[config.mk]
export PLATFORM = sky130hd
export DESIGN_NAME = fpc_csr
export DESIGN_NICKNAME = d
export VERILOG_FILES = /design/src/rtl/core/fpc_pkg.sv /design/src/rtl/core/fpc_csr.sv
export SDC_FILE = /design/constraint.sdc
export NUM_CORES = 1
export LEC_CHECK = 0
export ABC_CLOCK_PERIOD_IN_PS = 1600
export BUFFER_PORTS_ARGS = -buffer_cell sky130_fd_sc_hd__clkbuf_2
export CAP_MARGIN = 20
export CORE_ASPECT_RATIO = 1.4
export CORE_MARGIN = 5
export CORE_UTILIZATION = 47
export DETAILED_ROUTE_END_ITERATION = 12
export MAX_ROUTING_LAYER = met4
export PLACE_DENSITY = 0.76
export SYNTH_ARGS = -nofsm -noshare
export SYNTH_HDL_FRONTEND = slang
export SYNTH_SLANG_ARGS = --single-unit
export TNS_END_PERCENT = 50
[constraint.sdc]
create_clock -name clock -period 1.6 [get_ports clock]
set_clock_uncertainty 0.05 [all_clocks]
set_input_delay 0.32 -clock clock [delete_from_list [all_inputs] [get_ports clock]]
set_output_delay 0.32 -clock clock [all_outputs]
set_load 0.05 [all_outputs]
[src/rtl/core/fpc_pkg.sv]
`timescale 1ns / 1ps
// ----------------------------------------------------------------------------
// fpc_pkg
// Types and constants shared by the frustum plane cull test block.
// ----------------------------------------------------------------------------
package fpc_pkg;

   // number of frustum planes, one cell each
   localparam int NUM_PLANES = 6;
   // register index width and configuration bus widths
   localparam int CSR_ADDR_BITS = 6;
   localparam int CSR_DATA_BITS = 64;
   localparam int PLANE_IDX_BITS = 3;
   // entry stage plus two stages in every cell
   localparam int LATENCY = 1 + 2 * NUM_PLANES;

   // primitive kinds
   typedef enum logic [1:0] {
      ACT_POINT  = 2'd0,
      ACT_SPHERE = 2'd1,
      ACT_BOX    = 2'd2,
      ACT_CUBE   = 2'd3
   } action_type;

   // packed plane register: a, b, c signed Q1.10, d signed Q19.8
   typedef struct packed {
      logic signed [27:0] d;
      logic signed [11:0] c;
      logic signed [11:0] b;
      logic signed [11:0] a;
   } plane_type;

   // control travelling with each transaction along the chain
   typedef struct packed {
      logic       valid;
      logic       visible;
      action_type action;
   } ctl_type;

endpackage

[src/rtl/core/fpc_csr.sv]
`timescale 1ns / 1ps
// ----------------------------------------------------------------------------
// fpc_csr
// Plane register file behind the configuration port.
// ----------------------------------------------------------------------------
module fpc_csr (
   input  logic                                 clock,
   input  logic                                 reset,
   input  logic                                 psel,
   input  logic                                 penable,
   input  logic                                 pwrite,
   input  logic [fpc_pkg::CSR_ADDR_BITS-1:0]    paddr,
   input  logic [fpc_pkg::CSR_DATA_BITS-1:0]    pwdata,
   output logic [fpc_pkg::CSR_DATA_BITS-1:0]    prdata,
   output logic                                 pready,
   output fpc_pkg::plane_type                   planes [fpc_pkg::NUM_PLANES]
);
   import fpc_pkg::*;

   plane_type                 plane_ff [NUM_PLANES];
   logic [PLANE_IDX_BITS-1:0] reg_idx;
   logic                      wr_en;

   // registers sit at eight byte steps
   assign reg_idx = paddr[CSR_ADDR_BITS-1:3];
   assign wr_en   = psel & penable & pwrite;
   assign pready  = 1'b1;

   // register writes
   always_ff @(posedge clock) begin
      if (reset) begin
         for (int i = 0; i < NUM_PLANES; i++) begin
            plane_ff[i] <= '0;
         end
      end else if (wr_en) begin
         for (int i = 0; i < NUM_PLANES; i++) begin
            if (reg_idx == PLANE_IDX_BITS'(i)) begin
               plane_ff[i] <= plane_type'(pwdata);
            end
         end
      end
   end

   // read back, zero beyond the last plane
   always_comb begin
      prdata = '0;
      for (int i = 0; i < NUM_PLANES; i++) begin
         if (reg_idx == PLANE_IDX_BITS'(i)) begin
            prdata = CSR_DATA_BITS'(plane_ff[i]);
         end
      end
   end

   assign planes = plane_ff;

endmodule

==> results.sh <==
export IMPL_outcome="finished, violations left"
export IMPL_violations="negative setup slack"
export IMPL_slew_violations=0
export IMPL_layout_drive_gt1_share=0.5397
export IMPL_grt_overflow_total=0
export IMPL_dr_wl_met2_mm=37.43
export IMPL_powerDensity_mw_per_mm2=743.1
export IMPL_final_util=0.7582
export IMPL_insertion_delay_ns=0.53
export IMPL_yosys_warnings=0
export IMPL_finalWorstSetupSlack_ns=-0.4941
export IMPL_hold_end="planes[7]"
export IMPL_muxShareOfSynthArea=0.3239
export IMPL_crit_type="reg2out"
export IMPL_antenna_found_initial=3
export IMPL_nets=2469
export IMPL_cts_buffers=38
export IMPL_setup_viol=77
export IMPL_holdWs_ns=0.1211
export IMPL_yosysTopAreaCellShare=0.4267
export IMPL_synthSimpleGateAreaFrac=0.1747
export IMPL_wire_per_inst_microns=26.12
export IMPL_synth_fp_nets=1765
export IMPL_postCtsHoldBufs=0
export IMPL_routed_wl_mm=75.79
export IMPL_place_congestion=0.9049
export IMPL_async_flop_share=0
export IMPL_synth_top_family_by_area="multiplexers"
export IMPL_period_needed_ns=2.094
export IMPL_die_y_microns=241.7
export IMPL_ys_top_cells_by_area="dfxtp_1, mux2i_1, nand2b_1"
export IMPL_antenna_left=0
export IMPL_synth_distinct_cells=26
export IMPL_path_clk_slew_ns=0.06
export IMPL_slowest_delay_ns=0.37
export IMPL_cts_tree="yes"
export IMPL_yosysSeqAreaShare=0.4267
export IMPL_vias=16740
export IMPL_dr_pass1_iters=8
export IMPL_total_power_w=0.02151
export IMPL_rows=85
export IMPL_r2r_end="planes[167]"
export IMPL_hold_violations=0
export IMPL_crit_reg2reg_launch="planes[167]"
export IMPL_synth_top_area_cell="dfxtp_1"
export IMPL_end_kind="output port"
export IMPL_dp_cells=2692
export IMPL_io_pins=524
export IMPL_maxCapViolations=0
export IMPL_reg2reg_depth=2
export IMPL_grt_pass1_vias=17760
export IMPL_crit_arrival_ns=1.72
export IMPL_synth_xor_area_frac=0
export IMPL_clockBufferDepth=3
export IMPL_rsz0062_at_grt="yes"
export IMPL_p_leak_nw=14.33
export IMPL_r2r_slack_ns=0.66
export IMPL_m1WireLength_mm=27.33
export IMPL_hp_start="pwdata[7]"
export IMPL_clock_fmax_mhz=477.5
export IMPL_path_buf_inv=1
export IMPL_start_util=0.4718
export IMPL_period_share=1.309
export IMPL_vdd_drop_max_uv=780.9
export IMPL_synth_seq_cells=384
export IMPL_hp_class="in2reg"
export IMPL_hpwl_mm=43.87
export IMPL_cp_data_required_time_ns=1.23
export IMPL_numClockSinks=384
export IMPL_grt_max_degree=51
export IMPL_syn_inst=1690
export IMPL_largest_register_ffs=384
export IMPL_synthAdderAreaFrac=0
export IMPL_drt_iter0_markers=1167
export IMPL_synth_area_per_cell_sq_um=10.66
export IMPL_numPortBuffers=519
export IMPL_die_w_microns=175.5
export IMPL_fillers=2096
export IMPL_cp_max_fo=3
export IMPL_cp_top_family="flip-flops"
export IMPL_synth_compound_area_share=0.03153
export IMPL_area_delta_synth_final_pct=60.70
export IMPL_vias_per_cell=5.769
export IMPL_synth_edf_count=0
export IMPL_crit_slowest_cell="dfxtp_2"
export IMPL_place_ws_ns=-0.4485
export IMPL_start_kind="register"
export IMPL_post_layout_nonfiller_instances=2901
export IMPL_htree_levels=2
export IMPL_wl_met3_mm=5.022
export IMPL_grt_first_pass_wirelength_mm=107.8
export IMPL_core_area_sq_mm=0.03818
export IMPL_top_layer="met4"
export IMPL_root_buffer="clkbuf_16"
export IMPL_worstPathCellList="mux2i_1 > or2_1 > a221oi_4 > buf_12"
export IMPL_netlist_area_sq_mm=0.01801
export IMPL_die_area_sq_mm=0.04240
export IMPL_grt_use_total=0.3307
export IMPL_drc=0
export IMPL_whs_path_depth=3
export IMPL_synthFlopType="dfxtp_1"
[cell usage after synthesis (all sizes together), types with 2 or more instances]
| library cell | instances |
|---|---|
| mux2 | 63 |
| nor2b | 3 |
| buf | 73 |
| dfxtp | 384 |
| clkbuf | 64 |
| nand2b | 449 |
| o221ai | 63 |
| nand2 | 65 |
| and2 | 2 |
| or2 | 2 |
| mux2i | 512 |
[worst register-to-register path, cell delays in order, from the launching register on]
cell	delay, ns
dfxtp_1	0.53
nand2b_1	0.09
mux2i_1	0.19
[cells in the final DEF, fill, tap and decap left out, types with 2 or more instances in the layout]
cell        instances
mux2i_1           441
buf_8              39
buf_12             59
clkbuf_1            6
mux2_4             56
mux2i_4            11
clkbuf_8           53
bufinv_16           3
clkbuf_4          164
clkbuf_2          110
buf_6              18
buf_16             15
mux2_2              7
nor2b_1             2
dfxtp_2           173
clkbuf_16          47
buf_2              42
clkinv_2            5
dfxtp_1           208
clkinvlp_4          3
dfxtp_4             3
nand2b_1          448
diode_2             3
buf_4             302
o221ai_4           63
mux2i_2            60
nand2_4            53
nand2_2            11
[how the worst max path moves through the flow]
stage | start | depth (start not counted) | end | slack (ns)
3_5_place_dp | paddr[3] | 6 | prdata[43] | -0.45
6_report | planes[62] | 4 | prdata[62] | -0.49
5_1_grt | planes[62] | 4 | prdata[62] | -0.52
4_1_cts | planes[126] | 4 | prdata[62] | -0.44
3_3_place_gp | paddr[3] | 6 | prdata[43] | -0.43
2_1_floorplan | paddr[3] | 5 | prdata[62] | -0.26
[metrics by stage]
step           setup TNS [ns]  area, sq um
6_report               -17.46        28950
3_5_place_dp          -102.89        23510
4_1_cts                -17.71        28090
5_1_grt                -20.33        28950
2_1_floorplan          -11.03        19360
3_3_place_gp           -93.56        23510
[metal layers]
layer / track usage / vias up
met5: - / -
li1: - / 7249
met1: 0.3623 / 8220
met4: 0.2150 / 0
met3: 0.05890 / 368
met2: 0.5503 / 899
[cell families after synthesis]
| kind of cell | Yosys count |
|---|---|
| mux | 575 |
| simple gates | 528 |
| flops | 384 |
| buf+inv | 137 |
| compound gates | 65 |
| other cells | 1 |
[report_power, final]
| group | leakage (nW) | switching, W | total [W] | internal, W |
|---|---|---|---|---|
| registers | 3.19 | 0.0000699 | 0.00969 | 0.00962 |
| clock network | 0.631 | 0.00397 | 0.00946 | 0.00549 |
| logic | 10.5 | 0.00139 | 0.00236 | 0.000969 |
| total | 14.3 | 0.00543 | 0.0215 | 0.0161 |
[area by class of cell]
type	instances	area (sq um)	area share
Multi-Input combinational cell	1169	11710	0.4045
Sequential cell	384	7915	0.2734
Timing Repair Buffer	801	7425	0.2565
Clock buffer	54	1145	0.03955
Tap cell	478	598.1	0.02066
Clock inverter	12	148.9	0.005143
Antenna cell	3	7.507	0.0002593
[what timing repair did]
action                                  CTS  global route
endpoints found under the setup margin  245           218
gates cloned                              9             2
setup buffers                           118            12
gates resized for setup                 697           400
pin swaps                                 8            18
Note: power is estimated with default switching activity, not from simulation.
