<file path="config.mk">
export PLATFORM = sky130hd
export DESIGN_NAME = fpc_cell
export DESIGN_NICKNAME = d
export VERILOG_FILES = /design/src/rtl/core/fpc_pkg.sv /design/src/rtl/core/fpc_cell.sv
export SDC_FILE = /design/constraint.sdc
export NUM_CORES = 2
export LEC_CHECK = 0
export ABC_AREA = 1
export BUFFER_PORTS_ARGS = -buffer_cell sky130_fd_sc_hd__buf_4
export CAP_MARGIN = 20
export CORE_UTILIZATION = 68
export CTS_BUF_LIST = sky130_fd_sc_hd__clkbuf_4
export DETAILED_ROUTE_END_ITERATION = 8
export PLACE_DENSITY = 0.89
export SLEW_MARGIN = 5
export SYNTH_ARGS = -nofsm -noshare
export SYNTH_HDL_FRONTEND = slang
export SYNTH_SLANG_ARGS = --single-unit
</file>
<file path="constraint.sdc">
create_clock -name clock -period 10.5 [get_ports clock]
set_clock_uncertainty 0.15 [all_clocks]
set_input_delay 1.05 -clock clock [delete_from_list [all_inputs] [get_ports clock]]
set_output_delay 1.05 -clock clock [all_outputs]
set_load 0.02 [all_outputs]
</file>
<file path="src/rtl/core/fpc_pkg.sv">
`timescale 1ns / 1ps
// ----------------------------------------------------------------------------
// fpc_pkg
// Types and constants shared by the frustum plane cull test block.
// ----------------------------------------------------------------------------
package fpc_pkg;

   // number of frustum planes, one cell each
   localparam int NUM_PLANES = 6;
   // register index width and configuration bus widths
   localparam int CSR_ADDR_BITS = 6;
   localparam int CSR_DATA_BITS = 64;
   localparam int PLANE_IDX_BITS = 3;
   // entry stage plus two stages in every cell
   localparam int LATENCY = 1 + 2 * NUM_PLANES;

   // primitive kinds
   typedef enum logic [1:0] {
      ACT_POINT  = 2'd0,
      ACT_SPHERE = 2'd1,
      ACT_BOX    = 2'd2,
      ACT_CUBE   = 2'd3
   } action_type;

   // packed plane register: a, b, c signed Q1.10, d signed Q19.8
   typedef struct packed {
      logic signed [27:0] d;
      logic signed [11:0] c;
      logic signed [11:0] b;
      logic signed [11:0] a;
   } plane_type;

   // control travelling with each transaction along the chain
   typedef struct packed {
      logic       valid;
      logic       visible;
      action_type action;
   } ctl_type;

endpackage

</file>
<file path="src/rtl/core/fpc_cell.sv">
`timescale 1ns / 1ps
// ----------------------------------------------------------------------------
// fpc_cell
// One plane of the chain: picks the farthest corner of a box or cube, forms its distance
// and clears the visible flag when the plane rejects the primitive.
// ----------------------------------------------------------------------------
module fpc_cell #(
   parameter int COORD_BITS = 24
) (
   input  logic                         clock,
   input  logic                         reset,
   input  fpc_pkg::plane_type           plane,
   input  fpc_pkg::ctl_type             in_ctl,
   input  logic signed [COORD_BITS:0]   in_lo_x,
   input  logic signed [COORD_BITS:0]   in_lo_y,
   input  logic signed [COORD_BITS:0]   in_lo_z,
   input  logic signed [COORD_BITS:0]   in_hi_x,
   input  logic signed [COORD_BITS:0]   in_hi_y,
   input  logic signed [COORD_BITS:0]   in_hi_z,
   input  logic [COORD_BITS-2:0]        in_radius,
   output fpc_pkg::ctl_type             out_ctl,
   output logic signed [COORD_BITS:0]   out_lo_x,
   output logic signed [COORD_BITS:0]   out_lo_y,
   output logic signed [COORD_BITS:0]   out_lo_z,
   output logic signed [COORD_BITS:0]   out_hi_x,
   output logic signed [COORD_BITS:0]   out_hi_y,
   output logic signed [COORD_BITS:0]   out_hi_z,
   output logic [COORD_BITS-2:0]        out_radius
);
   import fpc_pkg::*;

   localparam int CW        = COORD_BITS + 1;
   localparam int PROD_BITS = CW + 12;
   localparam int BIAS_BITS = ((COORD_BITS + 10 > 38) ? COORD_BITS + 10 : 38) + 1;
   localparam int SUM_BITS  = ((PROD_BITS > BIAS_BITS) ? PROD_BITS : BIAS_BITS) + 2;

   logic                        use_corner;
   logic signed [CW-1:0]        sel_x, sel_y, sel_z;
   logic signed [PROD_BITS-1:0] prod_x_in, prod_y_in, prod_z_in;
   logic signed [PROD_BITS-1:0] prod_x_ff, prod_y_ff, prod_z_ff;
   logic signed [BIAS_BITS-1:0] bias_in, bias_ff;
   ctl_type                     ctl_a_ff, ctl_b_ff;
   logic signed [CW-1:0]        lo_x_ff, lo_y_ff, lo_z_ff, hi_x_ff, hi_y_ff, hi_z_ff;
   logic signed [CW-1:0]        lo_x_b_ff, lo_y_b_ff, lo_z_b_ff;
   logic signed [CW-1:0]        hi_x_b_ff, hi_y_b_ff, hi_z_b_ff;
   logic [COORD_BITS-2:0]       radius_ff, radius_b_ff;
   logic signed [SUM_BITS-1:0]  dist_sum;
   logic                        reject;
   ctl_type                     ctl_b_in;

   // boxes and cubes use the corner farthest along the normal
   assign use_corner = (in_ctl.action == ACT_BOX) || (in_ctl.action == ACT_CUBE);

   always_comb begin
      sel_x = in_lo_x;
      sel_y = in_lo_y;
      sel_z = in_lo_z;
      if (use_corner) begin
         if (plane.a[11] == (in_hi_x > in_lo_x)) sel_x = in_lo_x;
         else                                     sel_x = in_hi_x;
         if (plane.b[11] == (in_hi_y > in_lo_y)) sel_y = in_lo_y;
         else                                     sel_y = in_hi_y;
         if (plane.c[11] == (in_hi_z > in_lo_z)) sel_z = in_lo_z;
         else                                     sel_z = in_hi_z;
      end
   end

   // products and offset, d and radius scaled to Q.18
   assign prod_x_in = PROD_BITS'($signed(plane.a)) * PROD_BITS'(sel_x);
   assign prod_y_in = PROD_BITS'($signed(plane.b)) * PROD_BITS'(sel_y);
   assign prod_z_in = PROD_BITS'($signed(plane.c)) * PROD_BITS'(sel_z);

   always_comb begin
      bias_in = BIAS_BITS'($signed(plane.d)) <<< 10;
      if (in_ctl.action == ACT_SPHERE) begin
         bias_in = bias_in + ($signed(BIAS_BITS'({1'b0, in_radius})) <<< 10);
      end
   end

   // multiply stage
   always_ff @(posedge clock) begin
      if (reset) begin
         ctl_a_ff <= '0;
      end else begin
         ctl_a_ff <= in_ctl;
      end
   end

   always_ff @(posedge clock) begin
      prod_x_ff <= prod_x_in;
      prod_y_ff <= prod_y_in;
      prod_z_ff <= prod_z_in;
      bias_ff   <= bias_in;
      lo_x_ff   <= in_lo_x;
      lo_y_ff   <= in_lo_y;
      lo_z_ff   <= in_lo_z;
      hi_x_ff   <= in_hi_x;
      hi_y_ff   <= in_hi_y;
      hi_z_ff   <= in_hi_z;
      radius_ff <= in_radius;
   end

   // sum and test against zero
   assign dist_sum = SUM_BITS'(prod_x_ff) + SUM_BITS'(prod_y_ff) + SUM_BITS'(prod_z_ff)
                   + SUM_BITS'(bias_ff);
   assign reject = dist_sum[SUM_BITS-1] | (dist_sum == '0);

   always_comb begin
      ctl_b_in         = ctl_a_ff;
      ctl_b_in.visible = ctl_a_ff.visible & ~reject;
   end

   always_ff @(posedge clock) begin
      if (reset) begin
         ctl_b_ff <= '0;
      end else begin
         ctl_b_ff <= ctl_b_in;
      end
   end

   always_ff @(posedge clock) begin
      lo_x_b_ff   <= lo_x_ff;
      lo_y_b_ff   <= lo_y_ff;
      lo_z_b_ff   <= lo_z_ff;
      hi_x_b_ff   <= hi_x_ff;
      hi_y_b_ff   <= hi_y_ff;
      hi_z_b_ff   <= hi_z_ff;
      radius_b_ff <= radius_ff;
   end

   assign out_ctl    = ctl_b_ff;
   assign out_lo_x   = lo_x_b_ff;
   assign out_lo_y   = lo_y_b_ff;
   assign out_lo_z   = lo_z_b_ff;
   assign out_hi_x   = hi_x_b_ff;
   assign out_hi_y   = hi_y_b_ff;
   assign out_hi_z   = hi_z_b_ff;
   assign out_radius = radius_b_ff;

endmodule

</file>
==> metrics.md <==
| Metric | Value |
|---|---|
| Outcome | finished clean |
| Flop-to-flop setup slack | around 6.5 ns |
| Crit share post-route | 0.8796 |
| Worst flop-to-flop path endpoint | out_ctl[2]$_SDFF_PP0_ |
| Vias | ~43,000 |
| Post-Synth Simple-Gate Area | 0.1664 |
| IO Pins | 420 |
| Synth area leaders | fa_1, dfxtp_1, inv_1 |
| GP Congestion | 1.021 |
| Worst Setup EP | prod_x_ff[24]$_DFF_P_ |
| First-pass DRT Iterations | 9 |
| Wirelength, routed | 155.7 mm |
| Synth Area in Compound Gates | 0.05674 |
| Synthesized flop and latch total | between 400 and 500 |
| Chip Height | roughly 270 um |
| Crit-path most repeated cell | nand2_1 |
| Syn Area/Cell | 8.517 um2 |
| Horiz. Die Dim | between 200 and 300 um |
| TritonCTS Sinks | around 490 |
| Placed inst area | roughly 54,000 um2 |
| HPWL Detailed | 116.5 mm |
| TritonCTS clock tree | yes |
| Routed len/inst | 20.62 um |
| Post-synthesis mux area share | 0 |
| Final Hold Viols | 0 |
| I/O Buffers | between 400 and 500 |
| Root Buffer | clkbuf_4 |
| Synth Cell Area | around 50,000 um2 |
| EDFF count, synth | 0 |
| Synth Flop Type | dfxtp_1 |
| Post-Synth XOR/XNOR Area | 0.02198 |
| Share of layout cells above drive strength 1 | 0.1137 |
| Max incr delay on CP | approximately 0.57 ns |
| Highest clock rate | around 0.11 GHz |
| Critical Path Start | in_lo_x[17] |
| # DRC | 0 |
| Endpoints failing setup | 0 |
| Largest net degree at the start of global routing | 60 |
| RSZ-0062 raised after global routing | no |
| Full die area | between 70,000 and 80,000 um2 |
| Core area | 72,960 um2 |
| Post-CTS resize count | 0 |
| Crit. End Element | flop |
| # rows | just under 100 |
| Htree depth | 4 |
| Grt total ovfl | 0 |
| Synth area leader | fa_1 |
| Routed vias/inst | 5.747 |
| Initial Utilization | 0.6882 |
| Slew headroom | 0.3785 |
| Initial antenna violation count | 12 |
| Worst R2R Start | prod_z_ff[10]$_DFF_P_ |
| Layout net count | 7,990 |
| Total GRT Usage | 0.4285 |
| Reg2Reg Depth | 17 |
| Worst Hold Class | in -> reg |
| Net Count, Synth | 7,385 |
| Yosys top cell area share | 0.3481 |
| CTS Buf Count | 130 |
| Fin crit period | slightly above 9 ns |
| Max Cap Viol | 0 |
| Setup tns final | 0 ns |
| Worst Tran Pin Value | between 0.9 and 1 ns |
| Area Overhead vs Synth | 14.25% |
| Async SR Flop Fraction | 0 |
| Clock Tree Buf Depth | 3 |
| Drt initial violations | 4,524 |
| Slew Limit Fails | 0 |
| Post-Synth Adder-Cell Area | 0.4413 |
| Fin area | 57,360 um2 |
| CP required | ~11 ns |
| Post-route ant nets | 0 |
| CP Max Fanout | 28 |
| Setup crit start kind | input pin |
| Worst EP arrival | approximately 10 ns |
| Global-route wire length before repair | 243.9 mm |
| Slowest cell on crit path | dlygate4sd3_1 |
| Syn Inst Count | between 5,000 and 6,000 |
| Crit path kind | in -> reg |
| Vias in the first global route | 46,430 |
| Synth cell types | between 50 and 60 |
| Main combinational cell family by area after synthesis | adder cells |
| Post-synthesis sequential area ratio | 0.1970 |
| Clock-pin slew on the worst setup and hold paths | 0.06 ns |
| Post-CTS Setup Bufs | 0 |
| Yosys warns | 0 |
| Clock Latency Late Sink | about 1.1 ns |
==> critical path, delay by kind of cell <==
family / cells / cell delay [ns]
xor gates and xnor gates: 1 / 0.16
AOI/OAI and AO/OA: 9 / 2.32
adders and majority gates: 7 / 2.98
buffers and inverters: 7 / 1.39
and+or+nand+nor: 10 / 2.06
==> how the worst min path moves through the flow <==
stage                              startpoint               endpoint  depth (start not counted)
after CTS                       in_radius[13]  radius_ff[13]$_DFF_P_                          1
after floorplan            hi_x_ff[0]$_DFF_P_    out_hi_x[0]$_DFF_P_                          0
after detailed placement  hi_x_ff[16]$_DFF_P_   out_hi_x[16]$_DFF_P_                          0
after global placement     hi_x_ff[0]$_DFF_P_    out_hi_x[0]$_DFF_P_                          0
after global routing               in_lo_z[2]     lo_z_ff[2]$_DFF_P_                          1
final                              in_lo_z[2]     lo_z_ff[2]$_DFF_P_                          1
==> flip-flops by register name (all words and copies together) (netlist names), 29 cells and up <==
| signal | flops |
|---|---|
| prod_z_ff | 37 |
| bias_ff | 29 |
| prod_y_ff | 37 |
| prod_x_ff | 37 |
==> through the flow <==
stage                 util  worst slack (ns)  hold WS (ns)  cells
CTS                 0.7858             1.930     0.0003028   7543
detailed placement  0.7405             1.500        0.1621   7160
global placement    0.7405             1.664        0.1600   7160
finish              0.7862             1.264       0.07426   7552
floorplan                -             3.173        0.1596   5895
global route        0.7861            0.6013       0.03045   7548
==> layer usage <==
metal,GRT usage,part of all wire
met4,0.2585,0.070
met2,0.6809,0.46
met5,0,0.00031
met1,0.5062,0.35
met3,0.1404,0.12
==> cell usage after synthesis, types with 27 or more instances <==
cell,instances
o21ai_0,122
inv_2,40
nand4_1,78
o211ai_1,36
nand3_1,160
nor2_1,472
dfxtp_1,494
clkbuf_1,87
nand2_1,1225
a21oi_1,206
xor2_1,74
inv_1,1359
fa_1,873
xnor2_1,52
nor3_1,27
ha_1,374
==> placed cells by master (no fill, tap or decap), drive strengths merged, types with 80 or more instances in the layout <==
cell | synthesis | layout
a21oi | 206 | 206
o21ai | 145 | 145
buf | 35 | 428
nand3 | 166 | 166
nor2 | 472 | 472
inv | 1399 | 1408
nand4 | 80 | 80
dlygate4sd3 | 0 | 167
dfxtp | 494 | 494
ha | 374 | 374
nand2 | 1251 | 1251
clkbuf | 87 | 179
fa | 873 | 873
==> what timing repair did <==
| action | CTS | global route |
|---|---|---|
| hold buffers | 166 | 1 |
| hold endpoints to repair | 166 | 1 |
| endpoints found under the setup margin | 0 | 0 |
==> logic make-up (layout without fill, tap and decap cells) <==
group                    count (synthesis)  in the layout
other                                    0              8
adder cells (fa/ha/maj)               1247           1247
flip-flops                             494            494
XOR/XNOR                               126            126
AO/OA/AOI/OAI                          470            470
buffers and inverters                 1522           2212
AND/OR/NAND/NOR                       2036           2036
==> layout make-up <==
cell class                      count  area (um2)
Tap cell                          959        1200
Multi-Input combinational cell   3879       34470
Sequential cell                   494        9889
Fill cell                        4743       15600
Inverter                         1400        5255
Antenna cell                        8       20.02
Clock buffer                      179        1344
Timing Repair Buffer              595        4885
Clock inverter                     38       301.5
Power is left out: the tool's default activity adds up to more than one toggle a clock period on the data nets, which glitch-free logic cannot reach.
